## config.mk

```make
export PLATFORM = sky130hd
export DESIGN_NAME = rmq_ctrl
export DESIGN_NICKNAME = d
export VERILOG_FILES = /design/src/rmq_pkg.sv /design/src/rmq_ctrl.sv
export VERILOG_INCLUDE_DIRS = /design/src /design/src/src
export SDC_FILE = /design/constraint.sdc
export NUM_CORES = 1
export LEC_CHECK = 0
export BUFFER_PORTS_ARGS = -buffer_cell sky130_fd_sc_hd__buf_2
export CORE_UTILIZATION = 55
export CTS_CLUSTER_DIAMETER = 50
export CTS_CLUSTER_SIZE = 16
export DETAILED_ROUTE_END_ITERATION = 8
export PLACE_DENSITY = 0.86
export RECOVER_POWER = 100
export SLEW_MARGIN = 10
export SYNTH_ARGS = -nofsm -noshare
export SYNTH_HDL_FRONTEND = slang
export SYNTH_SLANG_ARGS = --single-unit
```

## constraint.sdc

```tcl
create_clock -name clk -period 2.8 [get_ports clk]
set_input_delay 0.42 -clock clk [delete_from_list [all_inputs] [get_ports clk]]
set_output_delay 0.42 -clock clk [all_outputs]
set_load 0.02 [all_outputs]
```

## src/range_minimum_query_assert.svh

```systemverilog
// ---------------------------------------------------------------------------
// Range minimum query: assertion macros
// Implication checks on the block clock, held off during reset.
// ---------------------------------------------------------------------------
`ifndef RANGE_MINIMUM_QUERY_ASSERT_SVH
`define RANGE_MINIMUM_QUERY_ASSERT_SVH

// same-cycle implication
`define RMQ_ASSERT_IMPL(lbl, ante, cons) \
    lbl: assert property (@(posedge clk) disable iff (!rst_n) (ante) |-> (cons)) \
        else $error("rmq assertion failed");

// next-cycle implication
`define RMQ_ASSERT_NEXT(lbl, ante, cons) \
    lbl: assert property (@(posedge clk) disable iff (!rst_n) (ante) |=> (cons)) \
        else $error("rmq assertion failed");

`endif

```

## src/rmq_pkg.sv

```systemverilog
// ---------------------------------------------------------------------------
// rmq_pkg
// Shared types, codes and defaults of the range minimum query block.
// ---------------------------------------------------------------------------
`timescale 1ns / 1ps

package rmq_pkg;

    localparam int MAX_ELEMENTS_DEF = 1024;
    localparam int VALUE_WIDTH_DEF  = 32;
    localparam int CFG_W            = 11;

    localparam logic [1:0] OP_LOAD  = 2'd0;
    localparam logic [1:0] OP_BUILD = 2'd1;
    localparam logic [1:0] OP_QUERY = 2'd2;

    localparam logic [1:0] STAT_OK    = 2'd0;
    localparam logic [1:0] STAT_RANGE = 2'd1;
    localparam logic [1:0] STAT_NOBLD = 2'd2;

    typedef struct packed {
        logic [1:0]         op;
        logic [9:0]         first_index;
        logic [9:0]         second_index;
        logic signed [31:0] load_value;
    } req_t;

    typedef struct packed {
        logic signed [31:0] min_value;
        logic [9:0]         min_position;
        logic [1:0]         status;
    } rsp_t;

    typedef enum logic [5:0] {
        C_NOP, C_TAKE, C_LOAD, C_BINIT,
        C_TRD, C_TVI, C_TCHK, C_TPRD, C_TLINK, C_TPUSH,
        C_A0RD, C_A0WR, C_AJRD1, C_AJRD2, C_AJWR,
        C_DINIT, C_DRD, C_DSTEP, C_DWR,
        C_QCHK, C_QDA, C_QDB, C_QUP, C_QUPW, C_QEQ,
        C_QLU, C_QLV, C_QLC, C_QLP, C_QLR, C_QVAL, C_QVW,
        C_OUT
    } cmd_t;

    typedef struct packed {
        logic built;
        logic pop_go;
        logic i_last;
        logic lvl_last;
        logic lvl_zero;
        logic a_no;
        logic bad;
        logic diff_bit;
        logic uv_eq;
    } stat_t;

endpackage

```

## src/rmq_ctrl.sv

```systemverilog
// ---------------------------------------------------------------------------
// rmq_ctrl
// Sequencer for load, build and query items; owns the result valid flag.
// ---------------------------------------------------------------------------
`timescale 1ns / 1ps
`include "range_minimum_query_assert.svh"

module rmq_ctrl (
    input  logic           clk,
    input  logic           rst_n,
    input  logic           req_valid,
    input  logic [1:0]     req_op,
    output logic           req_stall,
    output logic           rsp_valid,
    input  logic           rsp_stall,
    input  rmq_pkg::stat_t stat,
    output rmq_pkg::cmd_t  cmd
);
    import rmq_pkg::*;

    typedef enum logic [5:0] {
        ST_IDLE, ST_LOAD, ST_BINIT,
        ST_TRD, ST_TVI, ST_TCHK, ST_TPRD, ST_TLINK, ST_TPUSH,
        ST_A0RD, ST_A0WR, ST_AJRD1, ST_AJRD2, ST_AJWR,
        ST_DINIT, ST_DRD, ST_DSTEP, ST_DWR,
        ST_QCHK, ST_QDA, ST_QDB, ST_QUP, ST_QUPW, ST_QEQ,
        ST_QLU, ST_QLV, ST_QLC, ST_QLP, ST_QLR, ST_QVAL, ST_QVW,
        ST_OUT
    } state_t;

    state_t state_reg, state_next;
    logic   rsp_valid_reg, rsp_valid_next;
    logic   out_free;

    assign req_stall = state_reg != ST_IDLE;
    assign rsp_valid = rsp_valid_reg;
    assign out_free  = !(rsp_valid_reg && rsp_stall);

    always_comb
    begin
        state_next = state_reg;
        cmd        = C_NOP;
        case (state_reg)
            ST_IDLE:
                if (req_valid)
                begin
                    cmd = C_TAKE;
                    case (req_op)
                        OP_LOAD:  state_next = ST_LOAD;
                        OP_BUILD: state_next = ST_BINIT;
                        OP_QUERY: state_next = ST_QCHK;
                        default:  state_next = ST_OUT;
                    endcase
                end
            ST_LOAD:  begin cmd = C_LOAD;  state_next = ST_OUT;   end
            ST_BINIT: begin cmd = C_BINIT; state_next = ST_TRD;   end
            ST_TRD:   begin cmd = C_TRD;   state_next = ST_TVI;   end
            ST_TVI:   begin cmd = C_TVI;   state_next = ST_TCHK;  end
            ST_TCHK:
            begin
                cmd        = C_TCHK;
                state_next = stat.pop_go ? ST_TPRD : ST_TLINK;
            end
            ST_TPRD:  begin cmd = C_TPRD;  state_next = ST_TCHK;  end
            ST_TLINK: begin cmd = C_TLINK; state_next = ST_TPUSH; end
            ST_TPUSH:
            begin
                cmd        = C_TPUSH;
                state_next = stat.i_last ? ST_A0RD : ST_TRD;
            end
            ST_A0RD:  begin cmd = C_A0RD;  state_next = ST_A0WR;  end
            ST_A0WR:
            begin
                cmd        = C_A0WR;
                state_next = stat.i_last ? ST_AJRD1 : ST_A0RD;
            end
            ST_AJRD1: begin cmd = C_AJRD1; state_next = ST_AJRD2; end
            ST_AJRD2:
            begin
                cmd = C_AJRD2;
                if (!stat.a_no)
                    state_next = ST_AJWR;
                else if (stat.i_last && stat.lvl_last)
                    state_next = ST_DINIT;
                else
                    state_next = ST_AJRD1;
            end
            ST_AJWR:
            begin
                cmd        = C_AJWR;
                state_next = (stat.i_last && stat.lvl_last) ? ST_DINIT : ST_AJRD1;
            end
            ST_DINIT: begin cmd = C_DINIT; state_next = ST_DRD;   end
            ST_DRD:   begin cmd = C_DRD;   state_next = ST_DSTEP; end
            ST_DSTEP:
            begin
                cmd        = C_DSTEP;
                state_next = stat.lvl_zero ? ST_DWR : ST_DRD;
            end
            ST_DWR:
            begin
                cmd        = C_DWR;
                state_next = stat.i_last ? ST_OUT : ST_DINIT;
            end
            ST_QCHK:
            begin
                cmd        = C_QCHK;
                state_next = (!stat.built || stat.bad) ? ST_OUT : ST_QDA;
            end
            ST_QDA:   begin cmd = C_QDA;   state_next = ST_QDB;   end
            ST_QDB:   begin cmd = C_QDB;   state_next = ST_QUP;   end
            ST_QUP:
            begin
                cmd = C_QUP;
                if (stat.diff_bit)
                    state_next = ST_QUPW;
                else if (stat.lvl_last)
                    state_next = ST_QEQ;
            end
            ST_QUPW:
            begin
                cmd        = C_QUPW;
                state_next = stat.lvl_last ? ST_QEQ : ST_QUP;
            end
            ST_QEQ:
            begin
                cmd        = C_QEQ;
                state_next = stat.uv_eq ? ST_QVAL : ST_QLU;
            end
            ST_QLU:   begin cmd = C_QLU;   state_next = ST_QLV;   end
            ST_QLV:   begin cmd = C_QLV;   state_next = ST_QLC;   end
            ST_QLC:
            begin
                cmd        = C_QLC;
                state_next = stat.lvl_zero ? ST_QLP : ST_QLU;
            end
            ST_QLP:   begin cmd = C_QLP;   state_next = ST_QLR;   end
            ST_QLR:   begin cmd = C_QLR;   state_next = ST_QVAL;  end
            ST_QVAL:  begin cmd = C_QVAL;  state_next = ST_QVW;   end
            ST_QVW:   begin cmd = C_QVW;   state_next = ST_OUT;   end
            ST_OUT:
                if (out_free)
                begin
                    cmd        = C_OUT;
                    state_next = ST_IDLE;
                end
            default:  state_next = ST_IDLE;
        endcase
    end

    always_comb
    begin
        rsp_valid_next = rsp_valid_reg;
        if (rsp_valid_reg && !rsp_stall)
            rsp_valid_next = 1'b0;
        if (state_reg == ST_OUT && out_free)
            rsp_valid_next = 1'b1;
    end

    always_ff @(posedge clk or negedge rst_n)
    begin
        if (!rst_n)
        begin
            state_reg     <= ST_IDLE;
            rsp_valid_reg <= 1'b0;
        end
        else
        begin
            state_reg     <= state_next;
            rsp_valid_reg <= rsp_valid_next;
        end
    end

    `RMQ_ASSERT_NEXT(a_accept_busy, req_valid && !req_stall, state_reg != ST_IDLE)
    `RMQ_ASSERT_IMPL(a_rsp_from_out, $rose(rsp_valid), $past(state_reg == ST_OUT))
    `RMQ_ASSERT_NEXT(a_unbuilt_query, state_reg == ST_QCHK && !stat.built, state_reg == ST_OUT)

endmodule

```

# After elaboration in Yosys (flattened, before gate mapping)
# Index checks and enable logic that the tools add are counted.
op_classes:
  bitwise: 0
  n_eq_ne: 36
  magnitude_cmp: 0
  n_mux: 22
  shift: 0
  n_reduce_logical: 15
  div_mod_pow: 0
  mul: 0
  addsub: 0
ops:
  columns: ["operator", "count"]
  rows:
  - ["case mux 6 bit (32 select lines)", 1]
  - ["case mux 6 bit (30 select lines)", 1]
  - ["== test 6 x 5 -> 1 bit, second input constant", 16]
  - ["== test 6 x 4 -> 1 bit, second input constant", 8]
  - ["two-way mux 6 bit", 5]
  - ["== test 6 x 3 -> 1 bit, second input constant", 4]
  - ["case mux 5 bit (3 select lines)", 1]
  - ["== test 6 x 2 -> 1 bit, second input constant", 2]
  - ["two-way mux 5 bit", 2]
  - ["two-way mux 3 bit", 3]
  - ["two-way mux 4 bit", 2]
  - ["== test 6 x 1 -> 1 bit, second input constant", 1]
  - ["zero test 6 bit", 1]
  - ["two-way mux 2 bit", 3]
  - ["nonzero test 6 bit", 1]
  - ["logical AND 1 bit", 4]
  - ["two-way mux 1 bit", 4]
  - ["inequality test 2 bit, second input constant", 2]
  - ["OR reduction 2 bit", 2]
  - ["zero test 1 bit", 3]
  - ["inequality test 3 bit, second input constant", 1]
  - ["AND reduction 3 bit", 1]
  - ["== test 2 x 1 -> 1 bit, second input constant", 1]
  - ["== test 2 bit, second input constant", 1]
  - ["other kinds (3)", 3]
word_totals:
  ramBits: 0
  rom_bits: 0
  wordCells: 75
  n_memories: 0
  ff_bits: 7
  latch_bits: 0
  out_inout_bits: 8

# Logic depth before layout (Yosys ltp)
# Gate-level depths: netlist of the first run.
logic_depth:
  depth_word: 4
  mapped_depth: 7
  ltp_nobuf: 7

# Worst setup path after synthesis of the first run
# Ideal clock, no wire load.
synth_timing:
  path_type: "reg-to-output"
  start: "register state_reg[0]"
  end: "output port cmd[3]"
  path_buffers: 2
  slack_ps: 1085
  arrival_ps: 1295
  required_ps: 2380
  stages_incl_launch_ff: 6
  cell_sequence: "dfrtp_1 buf_2 and2_0 clkbuf_1 nand2_1 xnor2_1"
synth_via:
  elab_chain_cells: 2
  word_cells_on_any_way: 33
  cone_classes: "31 x eq/ne; 1 x mux; 1 x reduce/logical"
synth_lines:
  columns: ["element", "line_no", "rtl"]
  rows:
  - ["start: declaration", "rmq_ctrl.sv:31", "state_t state_reg, state_next;"]
  - ["start signal: assignment", "rmq_ctrl.sv:169", "state_reg <= state_next;"]
  - ["== test 6 x 5 -> 1 bit (tied with other cells)", "rmq_ctrl.sv:43", "case (state_reg)"]
  - ["case mux 6 bit (32 select lines) *", "rmq_ctrl.sv:43", null]
  - ["end: declaration", "rmq_ctrl.sv:17", "output rmq_pkg::cmd_t cmd"]
# Every way passes the cells marked *; elsewhere a longest branch is shown, timed or not.

# Worst setup path after layout of the first run
layout_timing:
  start: "register state_reg[2]"
  end: "output port cmd[5]"
# Same word-level chain as after synthesis.

==> results.tsv, run 1 <==
stage	metric	value	unit
outcome	outcome	finished clean	
cells_and_area	Largest register FFs	5	
logic_synthesis	simple-gate share of the synthesized area	0.3100	
place	gp weighted congestion	1.009	
critical_path	CP Buf/Inv Count	1	
timing	Worst Max-Slew Pin Slew	0.6728	ns
power	switching power total	0.6297	mW
timing	Hold Fails Final Rpt	0	
logic_synthesis	Post-synth EDFFs	0	
clocking	Clock Latency Late Sink	0.24	ns
logic_synthesis	Syn Area/Cell	6.586	µm²
logic_synthesis	Synth area leader	dfrtp_1	
cells_and_area	layout cells sized above 1	0.1469	
timing	Hold WS	0.4229	ns
routing	routed len/inst	14.52	µm
critical_path	FF-to-FF path depth	5	
min_path	hold path startpoint	rsp_stall	
logic_synthesis	largest family of logic cells by synthesized area	simple AND/OR/NAND/NOR gates	
critical_path	worst r2r dst	state_reg[0]	
routing	Vias/cell	6.291	
routing	Remaining DRCs	0	
logic_synthesis	Cell Area, Synth	823.3	µm²
cells_and_area	FF+latch area	150.1	µm²
logic_synthesis	FF+latch count, synth	6	
clocking	clock sink count	6	
cells_and_area	ANT cells	0	
power	maximum vdd drop	0.5762	mV
cells_and_area	Fill cells	131	
cells_and_area	Design Area, Final	937.1	µm²
power	Net Sw Frac	0.5668	
critical_path	CP Max Fanout	23	
min_path	Hold Path Stages	3	
global_route	vias in the first global route	739	
floorplan	Initial Utilization	0.6098	
clocking	clock slew seen by the registers of the worst setup and hold paths	0.05	ns
timing	Slew Viols, Final	0	
timing	Max Clk Rate	0.4256	GHz
global_route	first-pass GRT wire length	3249	µm
cells_and_area	final net count	163	
timing	number of setup violations in the final report	0	
clocking	CTS buffer count	3	
critical_path	Crit Path Category	reg -> out	
critical_path	Worst path slowest cell	dfrtp_1	
timing	RSZ-0062 raised after global routing	false	
logic_synthesis	sequential share of the synthesized area	0.1824	
cells_and_area	synthesis-to-finish area growth	13.83	%
logic_synthesis	Syn. warnings	0	
cells_and_area	Multi-input gate area	591.8	µm²
logic_synthesis	post-synth top area share	0.1824	
power	power share of the clock group	0.069	
clocking	Max clock buf depth	2	
logic_synthesis	Synth Area in Compound Gates	0.2812	
logic_synthesis	syn nets	143	
clocking	Setup Fix Bufs, Post-CTS	0	
timing	Worst Clk Skew	0.004628	ns
critical_path	Required @ worst endpoint	2.38	ns
clocking	H-tree depth	1	
routing	final WL	2294	µm
clocking	Resized Gates After CTS	0	
timing	fin crit period	2.350	ns
job	max-cap check violation count	0	
logic_synthesis	synth top area cells	dfrtp_1 18%, a21oi_1 9.7%, nor3_1 5.5%, o21ai_0 5.5%, nand2_1 5.5%	
power	Comb pwr share	0.683	
power	Pwr per Cell Area	1186	nW/µm²
min_path	Hold Crit Class	in -> reg	
logic_synthesis	post-synthesis cell count	125	
min_path	hold path endpoint	rsp_valid	
clocking	CTS Hold Bufs	1	
logic_synthesis	Post-Synth Adder-Cell Area	0.04559	
logic_synthesis	Top FF cell, synth	dfrtp_1	
logic_synthesis	xor and xnor fraction of the mapped netlist area	0.04255	
floorplan	Core Area	1350	µm²
timing	Worst slew margin	0.5515	
critical_path	origin of the critical flop-to-flop path	state_reg[2]	
clocking	CTS tree	built	
place	Placed Area	915.9	µm²
logic_synthesis	Post-synth top cells	16 x a21oi_1, 12 x nand2_1, 11 x nor2_1, 9 x nor3_1, 9 x o21ai_0	
routing	1st-pass router iterations	4	
power	P_int	0.4814	mW
routing	Initial DRC Count	53	
place	IO buf count	22	
floorplan	die area	1656	µm²
power	sequential share of power	0.248	
critical_path	family with the most delay on the worst path	flip-flops	
routing	Routed Antenna Nets	0	
routing	vias	994	
timing	setup_tns	0	ns
global_route	GRT Total Usage	0.2949	
critical_path	crit path cell chain	and4_1 > nand2_1 > a21oi_1 > clkbuf_1	
critical_path	CP Data Arrival Time	1.93	ns
place	DPL Wire Length	1592	µm
logic_synthesis	synth unique cells	33	
critical_path	Crit path largest cell delay	0.77	ns
logic_synthesis	fraction of registers with async set/reset	1.000	
floorplan	Die Width	40.69	µm
global_route	antenna violations before repair	0	
power	Static Leak	0.4014	nW
global_route	largest net degree at the start of global routing	26	
global_route	total gr overflow	0	
critical_path	CP endpoint kind	primary output	
timing	period utilization	0.8392	
clocking	CTS root buf	clkbuf_4	
critical_path	R2R setup slack	0.75	ns
floorplan	FP Rows	13	
floorplan	I/O pin cnt	23	
logic_synthesis	count leader, synth	a21oi_1	
critical_path	CP Launch Type	register	
floorplan	DIE HEIGHT	40.69	µm
logic_synthesis	post-synthesis mux area share	0.03951	
area by class of cell:
cell class,count,area share
multi-input cells,101,0.6315
clock buffers,3,0.02403
flip-flops and latches,6,0.1602
well taps,15,0.02003
inverters,8,0.03204
repair buffers,25,0.1322
power groups by stage:
stage | Clock [mW] | Sequential (mW) | Combinational [mW]
floorplan | 0 | 0.166 | 0.690
global placement | 0 | 0.267 | 0.747
detailed placement | 0 | 0.270 | 0.758
CTS | 0.0797 | 0.269 | 0.765
global route | 0.0854 | 0.287 | 0.829
finish | 0.0767 | 0.276 | 0.759
routing by layer:
metal | share of wire | up-vias | global-route usage | wire length [µm]
li1 | - | 479 | - | -
met1 | 0.43 | 466 | 0.3803 | 990
met2 | 0.49 | 49 | 0.5397 | 1124
met3 | 0.078 | 0 | 0.04891 | 179
met4 | 0 | 0 | 0 | 0
met5 | 0 | - | 0 | 0
per-stage QoR:
| stage | power, mW | std cells | util | setup slack [ns] |
|---|---|---|---|---|
| finish | 1.111 | 158 | 0.6942 | 0.4503 |
| global route | 1.201 | 158 | 0.6942 | 0.3204 |
| CTS | 1.114 | 158 | 0.7025 | 0.5580 |
| detailed placement | 1.028 | 154 | 0.6784 | 0.7978 |
| global placement | 1.014 | 154 | 0.6784 | 0.8789 |
| floorplan | 0.8562 | 125 | - | 1.085 |
worst min-delay path, stage by stage:
cell	delay [ns]
buf_2	0.09
nand2_1	0.06
nand2_1	0.06
cells in the final DEF (no fill, tap or decap), drive strengths merged, types with 2 or more instances in the layout:
cell and count:
nor2 11, a21oi 16, nand3 2, o22ai 2, nand2b 5, buf 15
clkbuf 12, ha 3, o21ai 9, dfrtp 6, nor3 9, nor2b 4
mux2 2, inv 8, nand2 12, a31oi 6, a21o 2, xnor2 4
cell families after synthesis:
logic type | after synthesis
AOI/OAI and AO/OA | 40
adders and majority gates | 3
and+or+nand+nor | 51
DFF | 6
buffers and inverters | 18
xor gates and xnor gates | 4
muxes | 3
how the worst max path moves through the flow:
| stage | endpoint | start | cells past startpoint | slack, ns |
|---|---|---|---|---|
| 2_1_floorplan | cmd[3] | state_reg[0] | 5 | 1.09 |
| 3_3_place_gp | cmd[5] | state_reg[2] | 4 | 0.88 |
| 3_5_place_dp | state_reg[0] | state_reg[2] | 5 | 0.80 |
| 4_1_cts | cmd[5] | state_reg[2] | 4 | 0.56 |
| 5_1_grt | cmd[5] | state_reg[2] | 4 | 0.32 |
| 6_report | cmd[5] | state_reg[2] | 4 | 0.45 |
No activity file was read; power rests on OpenSTA's default activity.
==> run 2, diff against run 1 <==
--- a/config.mk
+++ b/config.mk
@@ -7,11 +7,11 @@
 export NUM_CORES = 1
 export LEC_CHECK = 0
 export BUFFER_PORTS_ARGS = -buffer_cell sky130_fd_sc_hd__buf_2
-export CORE_UTILIZATION = 55
+export CORE_UTILIZATION = 51
 export CTS_CLUSTER_DIAMETER = 50
 export CTS_CLUSTER_SIZE = 16
 export DETAILED_ROUTE_END_ITERATION = 8
-export PLACE_DENSITY = 0.86
+export PLACE_DENSITY = 0.8
 export RECOVER_POWER = 100
 export SLEW_MARGIN = 10
 export SYNTH_ARGS = -nofsm -noshare
==> constraint.sdc (replaced) <==
create_clock -name clk -period 2.4 [get_ports clk]
set_input_delay 0.36 -clock clk [delete_from_list [all_inputs] [get_ports clk]]
set_output_delay 0.36 -clock clk [all_outputs]
set_load 0.02 [all_outputs]
==> results.tsv, run 2 (synthesis results as in run 1) <==
stage	metric	value	unit	change
outcome	outcome	finished clean		unchanged
timing	number of setup violations in the final report	0		unchanged
floorplan	FP Rows	14		was 13
clocking	clock sink count	6		unchanged
global_route	first-pass GRT wire length	3726	µm	was 3249 µm
critical_path	CP Max Fanout	13		was 23
power	maximum vdd drop	0.6052	mV	was 0.5762 mV
routing	final WL	2323	µm	was 2294 µm
global_route	GRT Total Usage	0.2658		was 0.2949
cells_and_area	final net count	165		was 163
timing	Hold WS	0.3631	ns	was 0.4229 ns
critical_path	CP Data Arrival Time	1.74	ns	was 1.93 ns
global_route	antenna violations before repair	0		unchanged
floorplan	Die Width	42.18	µm	was 40.69 µm
cells_and_area	synthesis-to-finish area growth	15.50	%	was 13.83%
place	Placed Area	932.1	µm²	was 915.9 µm²
clocking	Setup Fix Bufs, Post-CTS	0		unchanged
cells_and_area	ANT cells	0		unchanged
cells_and_area	layout cells sized above 1	0.1586		was 0.1469
global_route	largest net degree at the start of global routing	17		was 26
timing	Hold Fails Final Rpt	0		unchanged
floorplan	die area	1779	µm²	was 1656 µm²
clocking	H-tree depth	1		unchanged
clocking	CTS buffer count	3		unchanged
timing	RSZ-0062 raised after global routing	false		unchanged
timing	Worst Clk Skew	0.003151	ns	was 0.004628 ns
global_route	vias in the first global route	882		was 739
place	gp weighted congestion	0.9367		was 1.009
min_path	Hold Crit Class	in -> reg		unchanged
routing	1st-pass router iterations	4		unchanged
clocking	clock slew seen by the registers of the worst setup and hold paths	0.04	ns	was 0.05 ns
critical_path	CP endpoint kind	primary output		unchanged
job	max-cap check violation count	0		unchanged
cells_and_area	Design Area, Final	950.9	µm²	was 937.1 µm²
critical_path	Required @ worst endpoint	2.04	ns	was 2.38 ns
routing	routed len/inst	14.43	µm	was 14.52 µm
floorplan	Core Area	1506	µm²	was 1350 µm²
clocking	CTS tree	built		unchanged
power	Static Leak	0.4104	nW	was 0.4014 nW
timing	period utilization	0.8750		
floorplan	Initial Utilization	0.5465		was 0.6098
routing	Initial DRC Count	46		was 53
routing	vias	1004		was 994
global_route	total gr overflow	0		unchanged
timing	Worst Max-Slew Pin Slew	0.4788	ns	was 0.6728 ns
routing	Remaining DRCs	0		unchanged
critical_path	Crit Path Category	reg -> out		unchanged
place	DPL Wire Length	1691	µm	was 1592 µm
cells_and_area	most common cell after layout, fill and taps aside	a21oi_1		unchanged
timing	setup_tns	0	ns	unchanged
place	IO buf count	22		unchanged
clocking	Clock Latency Late Sink	0.25	ns	was 0.24 ns
cells_and_area	Largest register FFs	5		unchanged
place	placed cell count	157		was 154
clocking	Max clock buf depth	2		unchanged
routing	Vias/cell	6.236		was 6.291
cells_and_area	commonest cells after routing, fill and taps aside	16 x a21oi_1, 14 x buf_2, 12 x nand2_1		was 16 x a21oi_1, 13 x buf_2, 12 x nand2_1
timing	fin crit period	2.100	ns	
timing	Max Clk Rate	0.4762	GHz	
critical_path	CP Launch Type	register		unchanged
timing	Worst slew margin	0.6808		was 0.5515
cells_and_area	post-route insts no fill	161		was 158
floorplan	I/O pin cnt	23		unchanged
cells_and_area	final core occ	0.6312		was 0.6942
routing	Routed Antenna Nets	0		unchanged
floorplan	DIE HEIGHT	42.18	µm	was 40.69 µm
timing	Slew Viols, Final	0		unchanged
clocking	CTS root buf	clkbuf_4		unchanged
power	Pwr per Cell Area	1391	nW/µm²	was 1186 nW/µm²
[run 2: final cells by class]
| class | instances | area [µm²] |
|---|---|---|
| Inverter | 8 | 30.03 |
| Fill cell | 152 | 555.5 |
| Sequential cell | 6 | 150.1 |
| Clock buffer | 3 | 22.52 |
| Timing Repair Buffer | 27 | 136.4 |
| Tap cell | 16 | 20.02 |
| Multi-Input combinational cell | 101 | 591.8 |
[run 2: final timing paths]
kind / start / endpoint / slack, ns / depth (start not counted)
min in group asynchronous: rst_n / state_reg[1] / 0.51 / 2
worst max register to register: state_reg[0] / state_reg[3] / 0.57 / 4
worst max-delay path: state_reg[0] / cmd[5] / 0.30 / 4
worst min register to register: rsp_valid / rsp_valid / 0.53 / 2
max in group asynchronous: rst_n / rsp_valid / 1.66 / 2
worst min-delay path: rsp_stall / rsp_valid / 0.36 / 3
[run 2: metrics by stage]
step | power (mW) | setup slack, ns
after floorplan | 0.9989 | 0.7453
after global placement | 1.214 | 0.6487
after detailed placement | 1.225 | 0.6696
after CTS | 1.323 | 0.3991
after global routing | 1.430 | 0.1988
final | 1.323 | 0.3000
[run 2: timing repair]
item,in CTS,in global routing
hold buffers,1,0
gates resized for setup,0,0
hold endpoints to repair,6,0
[run 2: power by group]
part	leakage (nW)	internal (mW)	switching, mW
logic	0.323	0.370	0.555
registers	0.0733	0.153	0.150
clock network	0.0138	0.0567	0.0379
[run 2: per-layer routing]
| metal | global-route usage | part of all wire |
|---|---|---|
| met5 | 0 | 0 |
| met4 | 0.08750 | 0.0099 |
| met3 | 0.03879 | 0.079 |
| met2 | 0.4646 | 0.49 |
| met1 | 0.3316 | 0.42 |
[run 2: critical path: stages, from the launching register on]
cell and delay (ns):
dfrtp_1 0.59, and4_1 0.33, nand2_1 0.13, a21oi_1 0.19, clkbuf_1 0.25
